### src/rtl/lru_page_cache_tags_assert.svh
// Assertion macros for the page cache tag engine.
// Each macro expects signals named clock and reset in the enclosing module.
`ifndef LRU_PAGE_CACHE_TAGS_ASSERT_SVH
`define LRU_PAGE_CACHE_TAGS_ASSERT_SVH

`ifndef SYNTH

`define LPCT_ASSERT_SAME(name, pre, post) \
   name: assert property (@(posedge clock) disable iff (reset) (pre) |-> (post)) \
      else $error("lru_page_cache_tags: same-cycle check failed");

`define LPCT_ASSERT_NEXT(name, pre, post) \
   name: assert property (@(posedge clock) disable iff (reset) (pre) |=> (post)) \
      else $error("lru_page_cache_tags: next-cycle check failed");

`else

`define LPCT_ASSERT_SAME(name, pre, post)

`define LPCT_ASSERT_NEXT(name, pre, post)

`endif

`endif

### src/rtl/lpct_pkg.sv
`default_nettype none

package lpct_pkg;

   localparam int ENTRIES   = 8;
   localparam int IDX_W     = (ENTRIES > 1) ? $clog2(ENTRIES) : 1;
   localparam int CNT_W     = $clog2(ENTRIES + 1);
   localparam int PAGE_W    = 32;
   localparam int STAMP_W   = 64;
   localparam int ENTRY_W   = STAMP_W + PAGE_W;
   localparam int CFG_CNT_W = 4;
   localparam int SLOT_W    = 3;
   localparam int STATUS_W  = 2;
   localparam int CSR_ADDR_W = 1;
   localparam int CSR_DATA_W = 32;
   localparam int RSP_BITS  = STATUS_W + SLOT_W + 1 + PAGE_W;
   localparam int RSP_DATA_W = ((RSP_BITS + 7) / 8) * 8;

   localparam logic [CSR_ADDR_W-1:0] CSR_ENTRIES_IN_USE = 1'd0;
   localparam logic [CSR_ADDR_W-1:0] CSR_PAGE_LIMIT     = 1'd1;

   typedef enum logic [STATUS_W-1:0] {
      STATUS_HIT    = 2'd0,
      STATUS_MISS   = 2'd1,
      STATUS_BADARG = 2'd2
   } status_type;

   typedef enum logic [1:0] {
      ST_IDLE,
      ST_SCAN,
      ST_LAST,
      ST_DONE
   } state_type;

endpackage

`default_nettype wire

### src/rtl/lru_page_cache_tags.sv
// Tag and LRU replacement engine for a small fully associative page cache.
// Each request beat carries one page number; each response beat reports hit,
// miss-with-fill or bad argument, the slot now holding the page, and the page
// evicted on a miss that replaced a valid entry. Tags and timestamps live in
// one single-port-read RAM, so a lookup reads the active entries one per
// cycle; a rejected page skips the scan, and a lookup cannot complete while
// the previous response still waits on rsp_tready. The fill is committed
// in the cycle the response is loaded, and the next request is accepted
// while that response waits on rsp_tready. Configuration is written through
// csr_we/csr_addr/csr_wdata; the user must write it only while no request
// is in flight, and the block itself does not enforce this.
`default_nettype none

`include "lru_page_cache_tags_assert.svh"

module lru_page_cache_tags (
   input  wire logic                                clock,
   input  wire logic                                reset,
   input  wire logic                                req_tvalid,
   output logic                                     req_tready,
   input  wire logic [lpct_pkg::PAGE_W-1:0]         req_tdata,  // [31:0] page_number
   output logic                                     rsp_tvalid,
   input  wire logic                                rsp_tready,
   // [1:0] status, [4:2] slot, [5] evicted_valid, [37:6] evicted_page, rest zero
   output logic [lpct_pkg::RSP_DATA_W-1:0]          rsp_tdata,
   input  wire logic                                csr_we,
   input  wire logic [lpct_pkg::CSR_ADDR_W-1:0]     csr_addr,
   input  wire logic [lpct_pkg::CSR_DATA_W-1:0]     csr_wdata
);

   localparam int IDX_W   = lpct_pkg::IDX_W;
   localparam int CNT_W   = lpct_pkg::CNT_W;
   localparam int PAGE_W  = lpct_pkg::PAGE_W;
   localparam int STAMP_W = lpct_pkg::STAMP_W;
   localparam int ENTRY_W = lpct_pkg::ENTRY_W;

   lpct_pkg::state_type state_ff, state_in;

   logic [lpct_pkg::CFG_CNT_W-1:0] cfg_cnt_ff;
   logic [PAGE_W-1:0]              cfg_limit_ff;

   logic [PAGE_W-1:0]  page_ff, page_in;
   logic [CNT_W-1:0]   cnt_ff, cnt_in;
   logic               bad_ff, bad_in;
   logic [IDX_W-1:0]   rd_idx_ff, rd_idx_in;
   logic               cmp_vld_ff, cmp_vld_in;
   logic [IDX_W-1:0]   cmp_idx_ff, cmp_idx_in;
   logic               hit_ff, hit_in;
   logic [IDX_W-1:0]   hit_idx_ff, hit_idx_in;
   logic               empty_ff, empty_in;
   logic [IDX_W-1:0]   empty_idx_ff, empty_idx_in;
   logic               min_vld_ff, min_vld_in;
   logic [IDX_W-1:0]   min_idx_ff, min_idx_in;
   logic [STAMP_W-1:0] min_stamp_ff, min_stamp_in;
   logic [PAGE_W-1:0]  min_tag_ff, min_tag_in;
   logic [lpct_pkg::ENTRIES-1:0] valid_ff, valid_in;
   logic [STAMP_W-1:0] stamp_ff, stamp_in;

   logic                         rsp_vld_ff, rsp_vld_in;
   lpct_pkg::status_type         rsp_status_ff, rsp_status_in;
   logic [lpct_pkg::SLOT_W-1:0]  rsp_slot_ff, rsp_slot_in;
   logic                         rsp_ev_vld_ff, rsp_ev_vld_in;
   logic [PAGE_W-1:0]            rsp_ev_page_ff, rsp_ev_page_in;

   logic               accept;
   logic               commit;
   logic               last_read;
   logic [CNT_W-1:0]   cnt_clamp;
   logic               req_bad;
   logic [ENTRY_W-1:0] ram_rd_data;
   logic               ram_we;
   logic [IDX_W-1:0]   victim;
   logic [STAMP_W-1:0] fresh_stamp;
   logic               rd_valid;
   logic [PAGE_W-1:0]  rd_tag;
   logic [STAMP_W-1:0] rd_stamp;

   lpct_ram #(
      .WIDTH (ENTRY_W),
      .DEPTH (lpct_pkg::ENTRIES)
   ) u_entry_ram (
      .clock   (clock),
      .wr_en   (ram_we),
      .wr_addr (victim),
      .wr_data ({fresh_stamp, page_ff}),
      .rd_addr (rd_idx_ff),
      .rd_data (ram_rd_data)
   );

   assign cnt_clamp = (32'(cfg_cnt_ff) > 32'(lpct_pkg::ENTRIES))
                      ? CNT_W'(lpct_pkg::ENTRIES) : CNT_W'(cfg_cnt_ff);
   assign req_bad   = (req_tdata >= cfg_limit_ff) || (cnt_clamp == '0);
   assign accept    = req_tvalid && req_tready;
   assign commit    = (state_ff == lpct_pkg::ST_DONE) && (!rsp_vld_ff || rsp_tready);
   assign last_read = (CNT_W'(rd_idx_ff) + CNT_W'(1)) == cnt_ff;
   assign ram_we    = commit && !bad_ff;
   assign fresh_stamp = stamp_ff + STAMP_W'(1);

   assign rd_tag   = ram_rd_data[PAGE_W-1:0];
   assign rd_stamp = ram_rd_data[ENTRY_W-1:PAGE_W];
   assign rd_valid = valid_ff[cmp_idx_ff];

   always_comb begin
      if (hit_ff) begin
         victim = hit_idx_ff;
      end else if (empty_ff) begin
         victim = empty_idx_ff;
      end else begin
         victim = min_idx_ff;
      end
   end

   // next state
   always_comb begin
      state_in = state_ff;
      unique case (state_ff)
         lpct_pkg::ST_IDLE: begin
            if (accept) begin
               state_in = req_bad ? lpct_pkg::ST_DONE : lpct_pkg::ST_SCAN;
            end
         end
         lpct_pkg::ST_SCAN: begin
            if (last_read) begin
               state_in = lpct_pkg::ST_LAST;
            end
         end
         lpct_pkg::ST_LAST: begin
            state_in = lpct_pkg::ST_DONE;
         end
         lpct_pkg::ST_DONE: begin
            if (commit) begin
               state_in = lpct_pkg::ST_IDLE;
            end
         end
         default: begin
            state_in = lpct_pkg::ST_IDLE;
         end
      endcase
   end

   // outputs and datapath
   always_comb begin
      req_tready   = (state_ff == lpct_pkg::ST_IDLE);
      page_in      = page_ff;
      cnt_in       = cnt_ff;
      bad_in       = bad_ff;
      rd_idx_in    = rd_idx_ff;
      cmp_vld_in   = 1'b0;
      cmp_idx_in   = rd_idx_ff;
      hit_in       = hit_ff;
      hit_idx_in   = hit_idx_ff;
      empty_in     = empty_ff;
      empty_idx_in = empty_idx_ff;
      min_vld_in   = min_vld_ff;
      min_idx_in   = min_idx_ff;
      min_stamp_in = min_stamp_ff;
      min_tag_in   = min_tag_ff;
      valid_in     = valid_ff;
      stamp_in     = stamp_ff;

      if (accept) begin
         page_in    = req_tdata;
         cnt_in     = cnt_clamp;
         bad_in     = req_bad;
         rd_idx_in  = '0;
         hit_in     = 1'b0;
         empty_in   = 1'b0;
         min_vld_in = 1'b0;
      end

      if (state_ff == lpct_pkg::ST_SCAN) begin
         cmp_vld_in = 1'b1;
         rd_idx_in  = rd_idx_ff + IDX_W'(1);
      end

      if (cmp_vld_ff) begin
         if (rd_valid && (rd_tag == page_ff) && !hit_ff) begin
            hit_in     = 1'b1;
            hit_idx_in = cmp_idx_ff;
         end
         if (!rd_valid && !empty_ff) begin
            empty_in     = 1'b1;
            empty_idx_in = cmp_idx_ff;
         end
         if (rd_valid && (!min_vld_ff || (rd_stamp < min_stamp_ff))) begin
            min_vld_in   = 1'b1;
            min_idx_in   = cmp_idx_ff;
            min_stamp_in = rd_stamp;
            min_tag_in   = rd_tag;
         end
      end

      if (ram_we) begin
         valid_in[victim] = 1'b1;
         stamp_in         = fresh_stamp;
      end

      rsp_vld_in     = commit || (rsp_vld_ff && !rsp_tready);
      rsp_status_in  = rsp_status_ff;
      rsp_slot_in    = rsp_slot_ff;
      rsp_ev_vld_in  = rsp_ev_vld_ff;
      rsp_ev_page_in = rsp_ev_page_ff;
      if (commit) begin
         if (bad_ff) begin
            rsp_status_in  = lpct_pkg::STATUS_BADARG;
            rsp_slot_in    = '0;
            rsp_ev_vld_in  = 1'b0;
            rsp_ev_page_in = '0;
         end else begin
            rsp_status_in  = hit_ff ? lpct_pkg::STATUS_HIT : lpct_pkg::STATUS_MISS;
            rsp_slot_in    = lpct_pkg::SLOT_W'(victim);
            rsp_ev_vld_in  = !hit_ff && !empty_ff;
            rsp_ev_page_in = (!hit_ff && !empty_ff) ? min_tag_ff : '0;
         end
      end
   end

   always_ff @(posedge clock) begin
      if (reset) begin
         state_ff     <= lpct_pkg::ST_IDLE;
         cfg_cnt_ff   <= lpct_pkg::CFG_CNT_W'(lpct_pkg::ENTRIES);
         cfg_limit_ff <= '0;
         valid_ff     <= '0;
         stamp_ff     <= '0;
         cmp_vld_ff   <= 1'b0;
         rsp_vld_ff   <= 1'b0;
      end else begin
         state_ff   <= state_in;
         valid_ff   <= valid_in;
         stamp_ff   <= stamp_in;
         cmp_vld_ff <= cmp_vld_in;
         rsp_vld_ff <= rsp_vld_in;
         if (csr_we) begin
            unique case (csr_addr)
               lpct_pkg::CSR_ENTRIES_IN_USE: cfg_cnt_ff <= csr_wdata[lpct_pkg::CFG_CNT_W-1:0];
               lpct_pkg::CSR_PAGE_LIMIT:     cfg_limit_ff <= csr_wdata[PAGE_W-1:0];
               default: begin
               end
            endcase
         end
      end
   end

   always_ff @(posedge clock) begin
      page_ff        <= page_in;
      cnt_ff         <= cnt_in;
      bad_ff         <= bad_in;
      rd_idx_ff      <= rd_idx_in;
      cmp_idx_ff     <= cmp_idx_in;
      hit_ff         <= hit_in;
      hit_idx_ff     <= hit_idx_in;
      empty_ff       <= empty_in;
      empty_idx_ff   <= empty_idx_in;
      min_vld_ff     <= min_vld_in;
      min_idx_ff     <= min_idx_in;
      min_stamp_ff   <= min_stamp_in;
      min_tag_ff     <= min_tag_in;
      rsp_status_ff  <= rsp_status_in;
      rsp_slot_ff    <= rsp_slot_in;
      rsp_ev_vld_ff  <= rsp_ev_vld_in;
      rsp_ev_page_ff <= rsp_ev_page_in;
   end

   assign rsp_tvalid = rsp_vld_ff;
   assign rsp_tdata  = lpct_pkg::RSP_DATA_W'({rsp_ev_page_ff, rsp_ev_vld_ff, rsp_slot_ff,
                                              rsp_status_ff});

   `LPCT_ASSERT_SAME(a_fill_in_range, ram_we, CNT_W'(victim) < cnt_ff)
   `LPCT_ASSERT_NEXT(a_stamp_advance, ram_we, stamp_ff == $past(stamp_ff) + STAMP_W'(1))
   `LPCT_ASSERT_SAME(a_hit_no_evict, commit && hit_ff && !bad_ff, !rsp_ev_vld_in)

endmodule

`default_nettype wire

### src/rtl/lpct_ram.sv
`default_nettype none

module lpct_ram #(
   parameter int WIDTH = 8,
   parameter int DEPTH = 8,
   localparam int ADDR_W = (DEPTH > 1) ? $clog2(DEPTH) : 1
) (
   input  wire logic              clock,
   input  wire logic              wr_en,
   input  wire logic [ADDR_W-1:0] wr_addr,
   input  wire logic [WIDTH-1:0]  wr_data,
   input  wire logic [ADDR_W-1:0] rd_addr,
   output logic      [WIDTH-1:0]  rd_data
);

   logic [WIDTH-1:0] mem_ff [DEPTH];

   always_ff @(posedge clock) begin
      if (wr_en) begin
         mem_ff[wr_addr] <= wr_data;
      end
      rd_data <= mem_ff[rd_addr];
   end

endmodule

`default_nettype wire
### config.mk
export PLATFORM = sky130hd
export DESIGN_NAME = lru_page_cache_tags
export DESIGN_NICKNAME = d
export VERILOG_FILES = /design/src/rtl/lpct_pkg.sv /design/src/rtl/lru_page_cache_tags.sv /design/src/rtl/lpct_ram.sv
export VERILOG_INCLUDE_DIRS = /design/src /design/src/rtl
export SDC_FILE = /design/constraint.sdc
export NUM_CORES = 1
export LEC_CHECK = 0
export ABC_CLOCK_PERIOD_IN_PS = 12200
export BUFFER_PORTS_ARGS = -buffer_cell sky130_fd_sc_hd__buf_2
export CAP_MARGIN = 5
export CORE_MARGIN = 5
export CORE_UTILIZATION = 27
export DETAILED_ROUTE_END_ITERATION = 6
export PLACE_DENSITY = 0.44
export SLEW_MARGIN = 25
export SYNTH_ARGS = -nofsm -noshare
export SYNTH_HDL_FRONTEND = slang
export SYNTH_SLANG_ARGS = --single-unit
### constraint.sdc
create_clock -name clock -period 12.2 [get_ports clock]
set_input_delay 1.83 -clock clock [delete_from_list [all_inputs] [get_ports clock]]
set_output_delay 1.83 -clock clock [all_outputs]
set_load 0.1 [all_outputs]
# [Word-level counts from Yosys, hierarchy flattened]
# Memory sizes are Yosys's and may differ from the RTL's. A register that Yosys moved wholly into a read port is not among the register bits.
# Index checks and enable logic that the tools add are counted.
[classes] n_bitwise=3 n_reduce_logical=31 n_lt_le_gt_ge=6 eq_ne=8 add_sub_neg=3 muxes=27
[ops] op="$add A64 B1 Y64 const B" count=1
[ops] op="$lt A64 B64 Y1" count=1
[ops] op="$eq A32 B32 Y1" count=1
[ops] op="$ge A32 B32 Y1" count=1
[ops] op="$mux W1" count=15
[ops] op="$mux W3" count=4
[ops] op="$logic_and A1 B1 Y1" count=10
[ops] op="$reduce_and A2 Y1" count=5
[ops] op="$lt A3 B4 Y1 const B" count=2
[ops] op="$mux W2" count=4
[ops] op="$or A8 B8 Y8" count=1
[ops] op="$pmux W2 S4" count=1
[ops] op="$logic_not A1 Y1" count=7
[ops] op="$add A3 B1 Y4 const B" count=1
[ops] op="$eq A2 B2 Y1 const B" count=2
[ops] op="$eq A4 B4 Y1" count=1
[ops] op="$gt A4 B4 Y1 const B" count=1
[ops] op="$logic_not A4 Y1" count=1
[ops] op="$logic_or A1 B1 Y1" count=4
[ops] op="$mux W4" count=1
[ops] op="$ne A2 B2 Y1 const B" count=2
[ops] op="$add A3 B1 Y3 const B" count=1
[ops] op="$bmux W1 S3" count=1
[ops] op="$demux W1 S3" count=1
[ops] op="8 further kinds" count=9
[word_totals] input_bits=70 n_memories=1 out_inout_bits=42 wordCells=103 regBits=301 ramBits=768
[memory_table] memory="u_entry_ram.mem_ff" words=8 word_bits=96 rd=1 rd_ports_with_merged_regs=1 wr=1 line_no="lpct_ram.sv:16" rtl="logic [WIDTH-1:0] mem_ff [DEPTH];"

# [Longest topological paths before layout]
[depth] ltp_word=7 ltp_mapped=9 mapped_depth_nobuf=8

# [Cells and area by module]
# Synthesis repeated with hierarchy kept, for this count alone.
[unflattened] cells_unflattened=2588 area_unflattened_um2=45387.3
[modules_own_cells] module="lpct_ram" instances=1 area_each_um2=30805.8 seq_area_each_um2=24984.0 cells_per_inst=1219
[modules_own_cells] module="lru_page_cache_tags" instances=1 area_each_um2=14581.5 seq_area_each_um2=7857.5 cells_per_inst=1369

# [Worst setup path after synthesis]
# Ideal clock, no wire load.
[synth_path] kind="input to register" startpoint="in rsp_tready" endpoint="mem u_entry_ram.mem_ff[0][0] (netlist name) (enable)" required_ns=11.647 n_path_buf=1 cell_stages=5 setup_ns=0.553 t_arrival_ns=6.666 path_slack_ns=4.981 path_cell_list="nor2b_1 > nor3_1 > clkbuf_1 > nand2_1 > nor2_1"
[synth_between] elab_chain_cells=5
[synth_rtl] element="start: declaration" line_no="lru_page_cache_tags.sv:23" rtl="input wire logic rsp_tready,"
[synth_rtl] element="$logic_or A1 B1 Y1" line_no="lru_page_cache_tags.sv:94" rtl="assign commit = (state_ff == lpct_pkg::ST_DONE) && (!rsp_vld_ff || rsp_tready);"
[synth_rtl] element="$logic_and A1 B1 Y1" line_no="lru_page_cache_tags.sv:94"
[synth_rtl] element="$logic_and A1 B1 Y1" line_no="lru_page_cache_tags.sv:96" rtl="assign ram_we = commit && !bad_ff;"
[synth_rtl] element="$mux W1" line_no="lpct_ram.sv:19" rtl="if (wr_en) begin"
[synth_rtl] element="$mux W1 (implied by the code)" line_no="lpct_ram.sv:20" rtl="mem_ff[wr_addr] <= wr_data;"
[synth_rtl] element="end: declaration" line_no="lpct_ram.sv:16"
# Every way passes these cells.

# [Worst setup path after layout]
[layout_path] startpoint="in rsp_tready" endpoint="mem u_entry_ram.mem_ff[6][74] (netlist name) (enable)"
# Same word-level chain as after synthesis.

==> results by group <==
Status
  – Outcome: finished clean

Synth
  – Mux cell area share after synthesis: roughly an eighth
  – Netlist cell types: 64
  – Mapped Avg Cell Area: 17.4 sq um
  – Leading area contributor after synthesis: edfxtp_1
  – Post-synth top flop: edfxtp_1
  – Post-synth ARST share: 0%
  – Largest family of logic cells by synthesized area: multiplexers
  – Dominant cells by area after synthesis: edfxtp_1, mux4_2, dfxtp_1
  – Yosys warnings: 0
  – Post-synth EDFFs: around 950
  – Post-synthesis adder-cell area fraction: 2.79%
  – Post-Synth Simple-Gate Area: 5.75%
  – Register area share after synthesis: 72.5%
  – Xor-xnor portion of the synthesized cell area: roughly 2.8%
  – Synthesized cell area: ~45000 sq um
  – Synth Area in Compound Gates: 2.05%
  – FF+latch count, synth: ~1.2k
  – Share of the synthesized area in the top cell type: 63.0%
  – Cell count after synthesis: 2604

Worst setup path
  – Required @ worst endpoint: about 13000 ps
  – Max stage delay cell, worst path: buf_4
  – Crit path kind: in2reg
  – Worst setup EP type: flip-flop
  – CP max FO: 45
  – Largest stage delay, worst path: 780 ps
  – Crit-path cells: buf_2 -> nor2b_1 -> nor3_2 -> buf_4 -> nand2_1 -> nor2_4 -> buf_4
  – WP data arrival: 4290 ps
  – Most used cell, CP: buf_4
  – Worst Setup Start Kind: input pin

Timing
  – Slew Limit Headroom: 27.0%
  – Setup violators final: 0
  – Max-slew violation count: 0
  – Slew @ Worst Pin: ~1100 ps
  – Final period util: 32.3%
  – Peak Freq: roughly 250 MHz
  – Final min period: 3940 ps
  – Setup Skew: roughly 35 ps
  – Final TNS setup: 0 ps
  – RSZ-0062 raised after global routing: no
  – Final hold violation count: 0
  – Final hold slack: about 430 ps

Clock tree
  – Clock latency on the worst-skew pair: ~750 ps
  – Root buffer cell: clkbuf_16
  – Post-cts hold buffer count: 0
  – # Post-CTS Setup Buffers: 0
  – PostCTS Resize Cnt: 0
  – Longest Clk Path Bufs: 3
  – CTS tree: done
  – Cts bufs inserted: between 100 and 150
  – Clock Pin Slew Worst Setup and Hold Paths: 50 ps
  – # H-tree levels: 4
  – Clock Sink Count: ~1.2k

Floorplanning
  – Die ar.: 176000 sq um
  – Site Rows: 150
  – Die span in y: about 420 um
  – Initial core utilization: about 27%
  – # IOs: about 110
  – DIE WIDTH: approximately 420 um
  – Core Area: 167000 sq um

Routing
  – Drt pass-1 iters: 5
  – Via density per instance: roughly 4.4
  – Total vias in the final route: 22.6k
  – Iteration-0 DRC Markers: between 1k and 1.5k
  – Wire per inst: roughly 21 um
  – DRC errors left: 0
  – Post-route ant nets: 0
  – WL final: 106 mm

Final layout
  – Area of the multi-input gates: approximately 12000 sq um
  – Final instance area: ~53000 sq um
  – Finished Layout Cells: approximately 5.1k
  – Most frequent cells in the layout: edfxtp_1, dfxtp_1, mux4_2
  – Reg area: between 30000 and 40000 sq um
  – Fillers: 16.2k
  – Proportion of layout cells with a drive suffix above 1: 22.8%
  – Nets: a little under 3k
  – Most common cell after layout, fill and taps aside: edfxtp_1
  – Area grow syn2layout: 16.5%

Global routing
  – Largest net degree at the start of global routing: roughly 140
  – Antenna violations before repair: 2
  – First-pass GRT wire length: about 160 mm
  – GRT Util Overall: 12.1%
  – Grt ovf: 0
  – Vias in the first global route: approximately 24k

Placement
  – Dpl cells: 4842
  – IO buf count: approximately 110
  – Routability cong.: 0.762
  – Hpwl dp: between 60 and 70 mm
  – Placed cell area: 48500 sq um

Hold path
  – Hold Path Class: reg2reg

Pwr
  – Pwr Density: between 200 and 250 nW/um^2
  – Peak supply drop: 0.161 mV
  – Pleak: about 17 nW

Job
  – Max-cap violations: 0
final timing paths:
| check | slack, ps | cells past startpoint | endpoint | startpoint |
|---|---|---|---|---|
| worst max-delay path | 8260 | 7 | u_entry_ram.mem_ff[6][74] | rsp_tready |
| worst min-delay path | 430 | 0 | min_stamp_ff[45] | u_entry_ram.rd_data[77] |
| worst max register to register | 8360 | 7 | u_entry_ram.mem_ff[3][86] | stamp_ff[0] |
| worst min register to register | 430 | 0 | min_stamp_ff[45] | u_entry_ram.rd_data[77] |
flip-flops by register name (all words and copies together) (netlist names), 2 cells and up:
signal and cells:
cfg_cnt_ff 4, cfg_limit_ff 32, cmp_idx_ff 3, cmp_idx_in 3
cnt_ff 4, empty_idx_ff 3, hit_idx_ff 3, min_idx_ff 3
min_stamp_ff 64, min_tag_ff 32, page_ff 32, rsp_ev_page_ff 32
rsp_slot_ff 3, rsp_status_ff 2, stamp_ff 64, state_ff 2
u_entry_ram.mem_ff 768, u_entry_ram.rd_data 96, valid_ff 8
synth_stat cells, drive strengths merged, types with 2 or more instances:
| master | instances |
|---|---|
| a2111oi | 2 |
| a211oi | 10 |
| a21o | 6 |
| a21oi | 80 |
| a221oi | 3 |
| a22oi | 2 |
| and2 | 39 |
| and3 | 9 |
| and4 | 5 |
| buf | 32 |
| clkbuf | 79 |
| dfxtp | 214 |
| edfxtp | 951 |
| ha | 101 |
| inv | 106 |
| mux2 | 98 |
| mux2i | 10 |
| mux4 | 192 |
| nand2 | 144 |
| nand2b | 5 |
| nand3 | 36 |
| nand4 | 48 |
| nor2 | 130 |
| nor2b | 12 |
| nor3 | 36 |
| nor3b | 2 |
| nor4 | 22 |
| o211ai | 2 |
| o21a | 3 |
| o21ai | 34 |
| o21ba | 4 |
| o32ai | 2 |
| or2 | 2 |
| or3 | 20 |
| or4 | 3 |
| xnor2 | 67 |
| xor2 | 79 |
critical path: cells and delay by family:
kind / cells / cell delay, ps
simple gates: 4 / 1340
buf+inv: 3 / 1090
logic make-up (layout without fill, tap and decap cells):
family,Yosys count,in the layout
flip-flops,1165,1165
AND/OR/NAND/NOR,516,516
multiplexers,300,300
buffers and inverters,217,492
AO/OA/AOI/OAI,158,158
XOR/XNOR,146,146
adder cells (fa/ha/maj),101,101
other,1,4
metal layers:
metal  part of all wire [%]  up-vias  GRT usage [%]  wire length (um)
met5                      0        -              0                 0
met4                    2.1        0           3.63              2180
met3                    2.8      137           1.80              2970
met2                     49      291           20.4             52000
met1                     46    11900           16.1             48800
li1                       -    10300              -                 -
where the power goes:
part	switching (mW)	internal, mW	leakage (nW)
logic	1.17	0.984	4.95
registers	0.234	4.73	10.5
clock network	1.57	2.24	2.03
per-stage QoR:
step,total power [mW],setup WS [ps],utilization (%)
final,10.9,8260,31.6
after global routing,11.5,8110,31.6
after CTS,11.2,8180,31.6
after detailed placement,7.27,7380,29.1
after global placement,7.24,7430,29.1
after floorplan,6.57,4980,-
final cells by class:
| cell class | instances | area share [%] |
|---|---|---|
| Sequential cell | 1165 | 62.2 |
| Antenna cell | 2 | 0.00948 |
| Tap cell | 2204 | 5.23 |
| Inverter | 106 | 0.754 |
| Clock buffer | 178 | 6.88 |
| Clock inverter | 64 | 1.08 |
| Timing Repair Buffer | 144 | 1.60 |
| Multi-Input combinational cell | 1223 | 22.2 |
(Power assumes the default switching activity.)
